[src/rtl/core/hsv_to_rgb_led_color_macros.svh]
// Assertion macros used by the color converter top level.
`ifndef HSV_TO_RGB_LED_COLOR_MACROS_SVH
`define HSV_TO_RGB_LED_COLOR_MACROS_SVH

// Same-cycle implication, checked at every clock edge outside reset.
`define HSVRGB_ASSERT_IMPL(label, ante, cons, msg) \
  label: assert property (@(posedge clk) disable iff (rst) (ante) |-> (cons)) \
    else $error(msg);

// Next-cycle implication.
`define HSVRGB_ASSERT_NEXT(label, ante, cons, msg) \
  label: assert property (@(posedge clk) disable iff (rst) (ante) |=> (cons)) \
    else $error(msg);

`endif

[src/rtl/core/hsvrgb_pkg.sv]
// Types, codes and constants of the HSV to RGB converter.
package hsvrgb_pkg;

  typedef enum logic [1:0] {
    MODE_RAW      = 2'd0,
    MODE_SPECTRUM = 2'd1,
    MODE_RAINBOW  = 2'd2,
    MODE_RAINBOW_ALT = 2'd3
  } mode_t;

  localparam mode_t MODE_RESET = MODE_RAINBOW;

  localparam int QUEUE_DEPTH = 4;

  localparam logic [7:0] SPECTRUM_SCALE = 8'd191;
  localparam logic [7:0] FULL_LEVEL     = 8'd255;
  localparam logic [5:0] RAW_OFFSET_MAX = 6'h3F;
  localparam logic [7:0] THIRD_LEVEL    = 8'd85;
  localparam logic [7:0] TWO_THIRDS     = 8'd170;
  localparam logic [7:0] TWO_THIRDS_UP  = 8'd171;

  localparam int CFG_ADDR_W = 3;
  localparam logic [0:0] REG_CONVERSION_MODE = 1'b0;

  // One classified request waiting for the back end.
  typedef struct packed {
    logic       rainbow;
    logic [7:0] hue;
    logic [7:0] saturation;
    logic [7:0] brightness;
    logic [7:0] flr;
    logic [7:0] ds;
    logic [7:0] vv;
  } entry_t;

  typedef struct packed {
    logic full;
    logic empty;
  } queue_stat_t;

  // (a*b)>>8 on 8-bit operands
  function automatic logic [7:0] scale8(input logic [7:0] a, input logic [7:0] b);
    logic [15:0] p;
    p = 16'(a) * 16'(b);
    return p[15:8];
  endfunction

  // (a*b)>>8, plus one when both operands are nonzero
  function automatic logic [7:0] scale8_round(input logic [7:0] a, input logic [7:0] b);
    logic [15:0] p;
    p = 16'(a) * 16'(b);
    return p[15:8] + {7'd0, (a != 8'd0) && (b != 8'd0)};
  endfunction

endpackage

[src/rtl/core/hsvrgb_front.sv]
// Front end: takes a request, scales the hue in spectrum mode and forms floor and square terms.
module hsvrgb_front (
  input  logic                     start,
  input  logic [7:0]               hue,
  input  logic [7:0]               saturation,
  input  logic [7:0]               brightness,
  input  hsvrgb_pkg::mode_t        mode,
  input  hsvrgb_pkg::queue_stat_t  stat,
  output logic                     busy,
  output logic                     push,
  output hsvrgb_pkg::entry_t       entry
);

  logic [7:0] sat_inv;

  assign busy    = stat.full;
  assign push    = start && !stat.full;
  assign sat_inv = hsvrgb_pkg::FULL_LEVEL - saturation;

  always_comb begin
    entry            = '0;
    entry.saturation = saturation;
    entry.brightness = brightness;
    entry.flr        = hsvrgb_pkg::scale8(brightness, sat_inv);
    entry.ds         = hsvrgb_pkg::scale8_round(sat_inv, sat_inv);
    entry.vv         = hsvrgb_pkg::scale8_round(brightness, brightness);
    unique case (mode)
      hsvrgb_pkg::MODE_RAW: begin
        entry.rainbow = 1'b0;
        entry.hue     = hue;
      end
      hsvrgb_pkg::MODE_SPECTRUM: begin
        entry.rainbow = 1'b0;
        entry.hue     = hsvrgb_pkg::scale8(hue, hsvrgb_pkg::SPECTRUM_SCALE);
      end
      default: begin
        entry.rainbow = 1'b1;
        entry.hue     = hue;
      end
    endcase
  end

endmodule

[src/rtl/core/hsvrgb_queue.sv]
// Short request queue between the front and back ends.
module hsvrgb_queue #(
  parameter int DEPTH = hsvrgb_pkg::QUEUE_DEPTH
) (
  input  logic                     clk,
  input  logic                     rst,
  input  logic                     push,
  input  hsvrgb_pkg::entry_t       push_entry,
  input  logic                     pop,
  output hsvrgb_pkg::entry_t       head,
  output hsvrgb_pkg::queue_stat_t  stat
);

  localparam int AW = (DEPTH > 1) ? $clog2(DEPTH) : 1;
  localparam int CW = $clog2(DEPTH + 1);

  hsvrgb_pkg::entry_t slots [DEPTH];
  logic [AW-1:0] wr_ptr;
  logic [AW-1:0] rd_ptr;
  logic [CW-1:0] count;
  logic          do_pop;

  assign stat.full  = (count == CW'(DEPTH));
  assign stat.empty = (count == '0);
  assign do_pop     = pop && !stat.empty;
  assign head       = slots[rd_ptr];

  always_ff @(posedge clk) begin
    if (push) begin
      slots[wr_ptr] <= push_entry;
    end
  end

  always_ff @(posedge clk) begin
    if (rst) begin
      wr_ptr <= '0;
      rd_ptr <= '0;
      count  <= '0;
    end else begin
      if (push) begin
        wr_ptr <= (wr_ptr == AW'(DEPTH - 1)) ? '0 : wr_ptr + AW'(1);
      end
      if (do_pop) begin
        rd_ptr <= (rd_ptr == AW'(DEPTH - 1)) ? '0 : rd_ptr + AW'(1);
      end
      if (push && !do_pop) begin
        count <= count + CW'(1);
      end else if (do_pop && !push) begin
        count <= count - CW'(1);
      end
    end
  end

endmodule

[src/rtl/core/hsvrgb_back.sv]
// Back end: three-stage color pipeline, base color, desaturation, dimming.
module hsvrgb_back (
  input  logic                     clk,
  input  logic                     rst,
  input  hsvrgb_pkg::queue_stat_t  stat,
  input  hsvrgb_pkg::entry_t       head,
  output logic                     pop,
  output logic                     done,
  output logic [7:0]               red,
  output logic [7:0]               green,
  output logic [7:0]               blue
);

  typedef enum logic [1:0] {SAT_PASS, SAT_WHITE, SAT_MIX} sat_op_t;
  typedef enum logic [1:0] {VAL_PASS, VAL_ZERO, VAL_SCALE} val_op_t;

  // stage 1: base color
  logic [7:0] raw_amp;
  logic [5:0] raw_off;
  logic [13:0] up_p;
  logic [13:0] dn_p;
  logic [7:0] raw_up;
  logic [7:0] raw_dn;
  logic [7:0] off8;
  logic [7:0] th;
  logic [7:0] tw;
  logic [7:0] c_r, c_g, c_b;
  sat_op_t    sat_op;
  val_op_t    val_op;

  logic       s1_valid;
  logic [7:0] s1_r, s1_g, s1_b;
  sat_op_t    s1_sat_op;
  val_op_t    s1_val_op;
  logic [7:0] s1_ds;
  logic [7:0] s1_vv;

  logic       s2_valid;
  logic [7:0] s2_r, s2_g, s2_b;
  val_op_t    s2_val_op;
  logic [7:0] s2_vv;

  logic [7:0] ss;
  logic [7:0] m_r, m_g, m_b;
  logic [7:0] d_r, d_g, d_b;

  assign pop = !stat.empty;

  assign raw_amp = head.brightness - head.flr;
  assign raw_off = head.hue[5:0];
  assign up_p    = 14'(raw_off) * 14'(raw_amp);
  assign dn_p    = 14'(hsvrgb_pkg::RAW_OFFSET_MAX - raw_off) * 14'(raw_amp);
  assign raw_up  = up_p[13:6] + head.flr;
  assign raw_dn  = dn_p[13:6] + head.flr;

  assign off8 = {head.hue[4:0], 3'b000};
  assign th   = hsvrgb_pkg::scale8(off8, hsvrgb_pkg::THIRD_LEVEL);
  assign tw   = hsvrgb_pkg::scale8(off8, hsvrgb_pkg::TWO_THIRDS);

  always_comb begin
    c_r    = '0;
    c_g    = '0;
    c_b    = '0;
    sat_op = SAT_PASS;
    val_op = VAL_PASS;
    if (!head.rainbow) begin
      unique case (head.hue[7:6])
        2'd0: begin
          c_r = raw_dn; c_g = raw_up; c_b = head.flr;
        end
        2'd1: begin
          c_r = head.flr; c_g = raw_dn; c_b = raw_up;
        end
        2'd2: begin
          c_r = raw_up; c_g = head.flr; c_b = raw_dn;
        end
        default: begin
          c_r = '0; c_g = '0; c_b = '0;
        end
      endcase
    end else begin
      unique case (head.hue[7:5])
        3'd0: begin
          c_r = hsvrgb_pkg::FULL_LEVEL - th; c_g = th; c_b = '0;
        end
        3'd1: begin
          c_r = hsvrgb_pkg::TWO_THIRDS_UP; c_g = hsvrgb_pkg::THIRD_LEVEL + th; c_b = '0;
        end
        3'd2: begin
          c_r = hsvrgb_pkg::TWO_THIRDS_UP - tw; c_g = hsvrgb_pkg::TWO_THIRDS + th;
          c_b = '0;
        end
        3'd3: begin
          c_r = '0; c_g = hsvrgb_pkg::FULL_LEVEL - th; c_b = th;
        end
        3'd4: begin
          c_r = '0; c_g = hsvrgb_pkg::TWO_THIRDS_UP - tw;
          c_b = hsvrgb_pkg::THIRD_LEVEL + tw;
        end
        3'd5: begin
          c_r = th; c_g = '0; c_b = hsvrgb_pkg::FULL_LEVEL - th;
        end
        3'd6: begin
          c_r = hsvrgb_pkg::THIRD_LEVEL + th; c_g = '0;
          c_b = hsvrgb_pkg::TWO_THIRDS_UP - th;
        end
        default: begin
          c_r = hsvrgb_pkg::TWO_THIRDS + th; c_g = '0;
          c_b = hsvrgb_pkg::THIRD_LEVEL - th;
        end
      endcase
      priority if (head.saturation == hsvrgb_pkg::FULL_LEVEL) begin
        sat_op = SAT_PASS;
      end else if (head.saturation == 8'd0) begin
        sat_op = SAT_WHITE;
      end else begin
        sat_op = SAT_MIX;
      end
      priority if (head.brightness == hsvrgb_pkg::FULL_LEVEL) begin
        val_op = VAL_PASS;
      end else if (head.vv == 8'd0) begin
        val_op = VAL_ZERO;
      end else begin
        val_op = VAL_SCALE;
      end
    end
  end

  // stage 2: pull toward white by the squared desaturation
  assign ss  = hsvrgb_pkg::FULL_LEVEL - s1_ds;
  assign m_r = hsvrgb_pkg::scale8(s1_r, ss) + s1_ds;
  assign m_g = hsvrgb_pkg::scale8(s1_g, ss) + s1_ds;
  assign m_b = hsvrgb_pkg::scale8(s1_b, ss) + s1_ds;

  // stage 3: dim by the squared brightness
  assign d_r = hsvrgb_pkg::scale8(s2_r, s2_vv);
  assign d_g = hsvrgb_pkg::scale8(s2_g, s2_vv);
  assign d_b = hsvrgb_pkg::scale8(s2_b, s2_vv);

  always_ff @(posedge clk) begin
    if (rst) begin
      s1_valid <= 1'b0;
      s2_valid <= 1'b0;
      done     <= 1'b0;
    end else begin
      s1_valid <= pop;
      s2_valid <= s1_valid;
      done     <= s2_valid;
    end
  end

  always_ff @(posedge clk) begin
    s1_r      <= c_r;
    s1_g      <= c_g;
    s1_b      <= c_b;
    s1_sat_op <= sat_op;
    s1_val_op <= val_op;
    s1_ds     <= head.ds;
    s1_vv     <= head.vv;

    s2_val_op <= s1_val_op;
    s2_vv     <= s1_vv;
    unique case (s1_sat_op)
      SAT_WHITE: begin
        s2_r <= hsvrgb_pkg::FULL_LEVEL;
        s2_g <= hsvrgb_pkg::FULL_LEVEL;
        s2_b <= hsvrgb_pkg::FULL_LEVEL;
      end
      SAT_MIX: begin
        s2_r <= m_r;
        s2_g <= m_g;
        s2_b <= m_b;
      end
      default: begin
        s2_r <= s1_r;
        s2_g <= s1_g;
        s2_b <= s1_b;
      end
    endcase

    unique case (s2_val_op)
      VAL_ZERO: begin
        red   <= '0;
        green <= '0;
        blue  <= '0;
      end
      VAL_SCALE: begin
        red   <= d_r;
        green <= d_g;
        blue  <= d_b;
      end
      default: begin
        red   <= s2_r;
        green <= s2_g;
        blue  <= s2_b;
      end
    endcase
  end

endmodule

[src/rtl/core/hsv_to_rgb_led_color.sv]
// Top level of the HSV to RGB converter: config register, front, queue, back.
//
//  channel   | handshake              | payload
//  ----------+------------------------+-------------------------------
//  request   | start / busy           | hue, saturation, brightness
//  result    | done (one-cycle pulse) | red, green, blue
//  config    | psel/penable/pwrite    | paddr, pwdata, prdata, pready
//
// One request per clock while busy is low; each result passes the queue slot and
// then the three back-end stages (base color, desaturation, dimming).
// The front end's multipliers feed the queue, which the back end drains
// every cycle, so busy only rises if the queue ever fills.
// Reset clears the queue, the stage valid bits and sets mode to rainbow.
// The receiver cannot stall: done lasts one cycle.
module hsv_to_rgb_led_color #(
  parameter int QUEUE_DEPTH = hsvrgb_pkg::QUEUE_DEPTH
) (
  input  logic                              clk,
  input  logic                              rst,
  input  logic                              start,
  output logic                              busy,
  input  logic [7:0]                        hue,
  input  logic [7:0]                        saturation,
  input  logic [7:0]                        brightness,
  output logic                              done,
  output logic [7:0]                        red,
  output logic [7:0]                        green,
  output logic [7:0]                        blue,
  input  logic                              psel,
  input  logic                              penable,
  input  logic                              pwrite,
  input  logic [hsvrgb_pkg::CFG_ADDR_W-1:0] paddr,
  input  logic [31:0]                       pwdata,
  output logic [31:0]                       prdata,
  output logic                              pready
);

  hsvrgb_pkg::mode_t       mode;
  hsvrgb_pkg::queue_stat_t stat;
  hsvrgb_pkg::entry_t      push_entry;
  hsvrgb_pkg::entry_t      head;
  logic                    push;
  logic                    pop;
  logic                    cfg_wr;

  assign pready = 1'b1;
  assign cfg_wr = psel && penable && pwrite && pready &&
                  (paddr[2] == hsvrgb_pkg::REG_CONVERSION_MODE);

  always_ff @(posedge clk) begin
    if (rst) begin
      mode <= hsvrgb_pkg::MODE_RESET;
    end else if (cfg_wr) begin
      mode <= hsvrgb_pkg::mode_t'(pwdata[1:0]);
    end
  end

  always_comb begin
    prdata = '0;
    if (paddr[2] == hsvrgb_pkg::REG_CONVERSION_MODE) begin
      prdata = {30'd0, mode};
    end
  end

  hsvrgb_front u_front (
    .start      (start),
    .hue        (hue),
    .saturation (saturation),
    .brightness (brightness),
    .mode       (mode),
    .stat       (stat),
    .busy       (busy),
    .push       (push),
    .entry      (push_entry)
  );

  hsvrgb_queue #(
    .DEPTH (QUEUE_DEPTH)
  ) u_queue (
    .clk        (clk),
    .rst        (rst),
    .push       (push),
    .push_entry (push_entry),
    .pop        (pop),
    .head       (head),
    .stat       (stat)
  );

  hsvrgb_back u_back (
    .clk   (clk),
    .rst   (rst),
    .stat  (stat),
    .head  (head),
    .pop   (pop),
    .done  (done),
    .red   (red),
    .green (green),
    .blue  (blue)
  );

`include "hsv_to_rgb_led_color_macros.svh"

  `HSVRGB_ASSERT_IMPL(a_done_has_request, done, $past(start && !busy, 4), "result without request")
  `HSVRGB_ASSERT_IMPL(a_queue_drains, 1'b1, !busy, "queue filled although back end drains")
  `HSVRGB_ASSERT_NEXT(a_push_pops, push && stat.empty, !stat.empty && pop, "queued request not taken")
  `HSVRGB_ASSERT_IMPL(a_raw_black, done && $past(push && mode == hsvrgb_pkg::MODE_RAW && hue[7:6] == 2'b11, 4), red == 8'd0 && green == 8'd0 && blue == 8'd0, "raw hue past range not black")

endmodule
[config.mk]
export PLATFORM = sky130hd
export DESIGN_NAME = hsv_to_rgb_led_color
export DESIGN_NICKNAME = d
export VERILOG_FILES = /design/src/rtl/core/hsvrgb_pkg.sv /design/src/rtl/core/hsvrgb_front.sv /design/src/rtl/core/hsvrgb_queue.sv /design/src/rtl/core/hsvrgb_back.sv /design/src/rtl/core/hsv_to_rgb_led_color.sv
export VERILOG_INCLUDE_DIRS = /design/src /design/src/rtl/core
export SDC_FILE = /design/constraint.sdc
export NUM_CORES = 2
export LEC_CHECK = 0
export ABC_AREA = 1
export BUFFER_PORTS_ARGS = -buffer_cell sky130_fd_sc_hd__buf_2
export CAP_MARGIN = 10
export CORE_MARGIN = 5
export CORE_UTILIZATION = 61
export CTS_CLUSTER_SIZE = 20
export DETAILED_ROUTE_END_ITERATION = 12
export MAX_ROUTING_LAYER = met4
export PLACE_DENSITY = 0.79
export SETUP_SLACK_MARGIN = 0.15
export SLEW_MARGIN = 20
export SYNTH_ARGS = -nofsm -noshare
export SYNTH_HDL_FRONTEND = slang
export SYNTH_SLANG_ARGS = --single-unit
export TNS_END_PERCENT = 50
[constraint.sdc]
create_clock -name clk -period 8.1 [get_ports clk]
set_input_delay 0.405 -clock clk [delete_from_list [all_inputs] [get_ports clk]]
set_output_delay 0.405 -clock clk [all_outputs]
set_load 0.02 [all_outputs]
# ---- Word-level counts from Yosys, hierarchy flattened
# Memory sizes are Yosys's and may differ from the RTL's. A register that Yosys moved wholly into a read port is not among the register bits.
# Cells that the tools add are included.
dict set report totals {
  ff_bits 114
  latchBits 0
  ram_bits 196
  romBits 0
  in_bits 65
  output_inout_bits 59
  word_cells 128
  mem_count 1
}
# name words word_bits read_ports rd_ports_with_merged_regs wr line_no
set memory_table {}
lappend memory_table {u_queue.slots 4 49 1 1 1 hsvrgb_queue.sv:17} ;# hsvrgb_pkg::entry_t slots [DEPTH];
dict set report classes {
  addsub 22
  mul 14
  div_mod_pow 0
  magnitude_cmp 0
  eq_ne 18
  shifts 0
  mux 27
  bitwise_logic 2
  n_reduce_logical 22
}
# op count
set op_table {}
lappend op_table {{multiplier 8 x 8 -> 16 bit} 9}
lappend op_table {{case mux 8 bit (2 select lines)} 6}
lappend op_table {{case mux 8 bit (5 select lines)} 2}
lappend op_table {{case mux 8 bit (3 select lines)} 3}
lappend op_table {{case mux 8 bit (6 select lines)} 1}
lappend op_table {{adder 8 bit} 5}
lappend op_table {{multiplier 5 x 7 -> 12 bit, second input constant} 2}
lappend op_table {{two-way mux 8 bit} 3}
lappend op_table {{subtractor 8 bit, first input constant} 3}
lappend op_table {{case mux 9 bit (2 select lines)} 1}
lappend op_table {{adder 8 x 1 -> 8 bit} 2}
lappend op_table {{== test 8 bit, second input constant} 2}
lappend op_table {{logical NOT 8 bit} 2}
lappend op_table {{multiplier 8 x 8 -> 16 bit, second input constant} 1}
lappend op_table {{nonzero test 8 bit} 2}
lappend op_table {{subtractor 8 x 7 -> 8 bit, first input constant} 2}
lappend op_table {{multiplier 14 x 8 -> 14 bit} 1}
lappend op_table {{multiplier 6 x 8 -> 14 bit} 1}
lappend op_table {{two-way mux 2 bit} 7}
lappend op_table {{== test 3 bit, second input constant} 4}
lappend op_table {{== test 2 bit, second input constant} 5}
lappend op_table {{adder 7 x 7 -> 8 bit, first input constant} 1}
lappend op_table {{adder 7 x 8 -> 8 bit, first input constant} 1}
lappend op_table {{adder 8 x 7 -> 8 bit, first input constant} 1}
lappend op_table {{other kinds (19)} 38}

# ---- Logic depth before layout (Yosys ltp)
dict set report logic_depth {
  word_depth 7
  ltp_mapped 48
  depth_no_buf 43
}

# ---- Cells and area by module
# From an unflattened synthesis, not the netlist that was laid out.
dict set report hier_totals {
  hier_cells 4810
  hier_area_um2 37896.3
}
# module instances cells_per_inst area_each_um2 seq_area_each_um2
set by_module_without_submodules {}
lappend by_module_without_submodules {hsvrgb_back 1 3072 21944.8 2102.0}
lappend by_module_without_submodules {hsvrgb_front 1 1144 7847.5 0.0}
lappend by_module_without_submodules {hsvrgb_queue 1 539 7739.9 6065.8}
lappend by_module_without_submodules {hsv_to_rgb_led_color 1 55 364.1 40.0}

# ---- Least setup slack after synthesis
# OpenSTA, ideal clock, no wires.
dict set report synth_timing {
  kind {reg-to-reg}
  start {register with a tool-made name}
  end {register u_back.s1_b[7]}
  setup_time_ps 58
  arrival_time_ps 7377
  required_time_ps 8042
  slack_ps 664
  path_stages_with_launch 44
  path_buffers 4
  synth_period_minus_slack_ps 7436
  cell_sequence {dfxtp_1 buf_6 buf_6 buf_6 clkbuf_1 nand2_1 a32oi_1 inv_1 ha_1 nand2_1 o21ai_0 a21oi_1 o21bai_1 nand2_1 nand2_1 a21oi_1 or2_2 nand2_1 [8 not listed] inv_1 ha_1 nand2_1 nand2_1 nand3_1 o21bai_2 xnor2_1 inv_1 ha_1 a21oi_1 o21ai_0 a21oi_1 xnor2_1 xor2_1 nand2_1 nand3_1 nand2_1 nand2_1}
}
# item line_no
set synth_rtl {}
lappend synth_rtl {{to (signal assigned)} hsvrgb_back.sv:155} ;# s1_b <= c_b;
lappend synth_rtl {{to (decl)} hsvrgb_back.sv:32} ;# logic [7:0] s1_r, s1_g, s1_b;

==> impl_metrics.toml <==
[detailed_routing]
first_pass_iters = 6
detail-route-antenna-nets = 0
drt-total-wl_mm = 80.9
viasPerCell = 5.48
drt_iter0_drc = 1890
wire_per_inst_um = 15.5
drc_errors = 0
via_count = 28627

[finish]
diodes = 0
drive_gt1_share_pct = 5.32
area_growth_pct = 5.85
regArea_um2 = 8210
nNetsFinal = 5320
layout_commonest_cell = "nand2_1"
multi_input_comb_area_um2 = 23900
final_cell_mix = "nand2_1, inv_1, ha_1"
fill_cells = 4850

[floorplan]
dieArea_um2 = 64300
die_height_um = 254
initial_utilization_pct = 61.4
core_area_um2 = 58900
rows = 89
die_x_um = 254
io_pins = 124

[outcome]
status = "completed"

[worst_setup_path]
crit_path_start_kind = "flip-flop"
slowest_stage = "fa_1"
worst_path_largest_cell_delay_ns = 0.55
end_kind = "flip-flop"
cp_common_cell = "nand2_1"
cp_data_arrival_time_ns = 7.86
worstPathRequired_ns = 8.53
cp_max_fo = 31
crit_type = "flip-flop to flip-flop"

[clock_tree]
cts.sinks = 312
cts.clk_slew.worst_paths_ns = 0.06
cts_buffer_depth = 3
hold_buffers = 0
clockRootBuffer = "clkbuf_16"
htree_num_levels = 2
cts_tree = "done"
insertion_delay_ns = 0.56
cts_buffers = 36

[sta]
final_hold_viol_count = 0
setup_ws_ns = 0.676
fin_crit_ns = 7.42
setup_viol_count_final = 0
max_freq_ghz = 0.135
post-route-period-util_pct = 91.6
final_max_slew_viol_count = 0
finClkSkew_ns = 0.0233
hold_ws_ns = 0.0616
relSlewSlack_pct = 25.2
timing.setup.tns_ns = 0
rsz0062_at_grt = "no"
max_slew.worst_pin.slew_ns = 1.12

[grt]
grt.overflow.total = 0
grt_max_degree = 50
grt_pass1_wl_mm = 137
antenna_found_initial = 0
grt_use_total_pct = 26.4
grt_pass1_vias = 29328

[synthesis]
seq_area_frac_synth_pct = 22.7
synth.distinct_cells = 63
synth_edf_count = 196
ys.flop_type = "edfxtp_1"
synthArstFlopShare_pct = 0
ys_ff_latch = 312
synth_cells = 4426
syn_area_um2 = 36200
avgSynthCellArea_um2 = 8.17
yosysWarnings = 0

[placed_design]
place_congestion = 0.985
post-place-ws_ns = 0.383
port_buffers = 60
dp_hpwl_mm = 60.8

[min_path]
hp-class = "input port to flip-flop"

[job]
maxCapViolations = 0
cell usage after synthesis (5+ instances only):
library cell  count  area, µm²
ha_1            452       5660
dfxtp_1         116       2320
nor2_2            6       37.5
nor2_1          378       1420
o211ai_1         11       82.6
a211oi_1          5       37.5
a21boi_0          7       52.6
clkbuf_1        105        394
o22ai_1          29        181
o31ai_1           6       45.0
buf_4            34        255
inv_2            13       48.8
xnor2_1          38        333
a32oi_1          16        140
nand2_4           6       67.6
a21oi_1         181        906
nand4_1          27        169
o2111ai_1         6       52.6
buf_2            18       90.1
o21ai_1          13       65.1
nand2_2           8       50.1
a22oi_1          25        188
nor3_1           23        115
a32o_1           10        100
clkinv_1         11       41.3
inv_1           885       3320
o21bai_1          8       60.1
a21o_1            8       60.1
fa_1            377       7550
nand3_1         125        626
nor4_1           11       68.8
o221ai_1          7       61.3
nand3b_1         16        120
nand2_1         963       3610
edfxtp_1        196       5890
xor2_1           78        683
o21ai_0         140        701
or2_2            19        119
buf_6             8       90.1
metrics by stage:
stage | instance area, µm² | utilization, % | cells
after floorplan | 36300 | - | 4455
after global placement | 37000 | 62.9 | 5159
after detailed placement | 37000 | 62.9 | 5159
after global routing | 38300 | 65.0 | 5226
after CTS | 38200 | 64.9 | 5224
final | 38300 | 65.0 | 5226
sequential cells by signal, indices dropped and copies added, names as in the netlist, 3 cells and up, named ones only:
name           count
u_back.s2_b        8
u_back.s2_r        8
u_back.s1_b        8
u_back.s2_g        8
u_back.blue        8
u_back.red         8
u_back.s2_vv       8
u_queue.slots    196
u_queue.count      3
u_back.s1_g        8
u_back.green       8
u_back.s1_vv       8
u_back.s1_r        8
u_back.s1_ds       8
final timing paths:
path | from | endpoint | cells past startpoint | slack [ns]
hold / removal | pwdata[1] | mode[1] | 3 | 0.06
hold reg to reg | u_back.s1_val_op[1] | u_back.s2_val_op[1] | 0 | 0.32
setup reg to reg | flip-flop | u_back.s1_g[5] | 30 | 0.68
setup / recovery | flip-flop | u_back.s1_g[5] | 30 | 0.68
cell type report:
type / count / area share, %
Multi-Input combinational cell: 3062 / 62.3
Sequential cell: 312 / 21.4
Inverter: 911 / 8.98
Clock buffer: 47 / 2.55
Tap cell: 773 / 2.53
Timing Repair Buffer: 103 / 1.70
Clock inverter: 18 / 0.493
cell families (layout without fill, tap and decap cells):
| logic type | after synthesis | in the layout | synth area share [%] |
|---|---|---|---|
| adder cells (fa/ha/maj) | 829 | 829 | 36.5 |
| other | 2 | 31 | 0.0208 |
| flip-flops | 312 | 312 | 22.7 |
| XOR/XNOR | 116 | 116 | 2.81 |
| AO/OA/AOI/OAI | 494 | 494 | 8.14 |
| AND/OR/NAND/NOR | 1592 | 1592 | 18.0 |
| buffers and inverters | 1081 | 1079 | 11.8 |
worst max-delay path, delay by kind of cell, from the launching register on:
kind | cells | cell delay, ns
adders and majority gates | 8 | 3.12
xor gates and xnor gates | 3 | 0.92
buffers and inverters | 5 | 0.74
DFF | 1 | 0.41
AOI/OAI and AO/OA | 6 | 1.15
and+or+nand+nor | 8 | 0.92
layer usage:
| metal | part of all wire, % | wire [µm] | up-vias | global-route usage, % |
|---|---|---|---|---|
| met3 | 6.1 | 4920 | 186 | 3.02 |
| li1 | - | - | 13823 | - |
| met4 | 2.8 | 2240 | 0 | 7.47 |
| met1 | 42 | 34100 | 13695 | 33.1 |
| met5 | 0 | 0 | - | - |
| met2 | 49 | 39700 | 923 | 45.6 |
repair_timing:
item,CTS,global route
hold endpoints to repair,0,0
gates resized for setup,0,17
buffers inserted,0,2
setup endpoints to repair,0,12
Power is not shown: default switching activity piles up to over one toggle a cycle in this logic, so the estimate is an artifact.
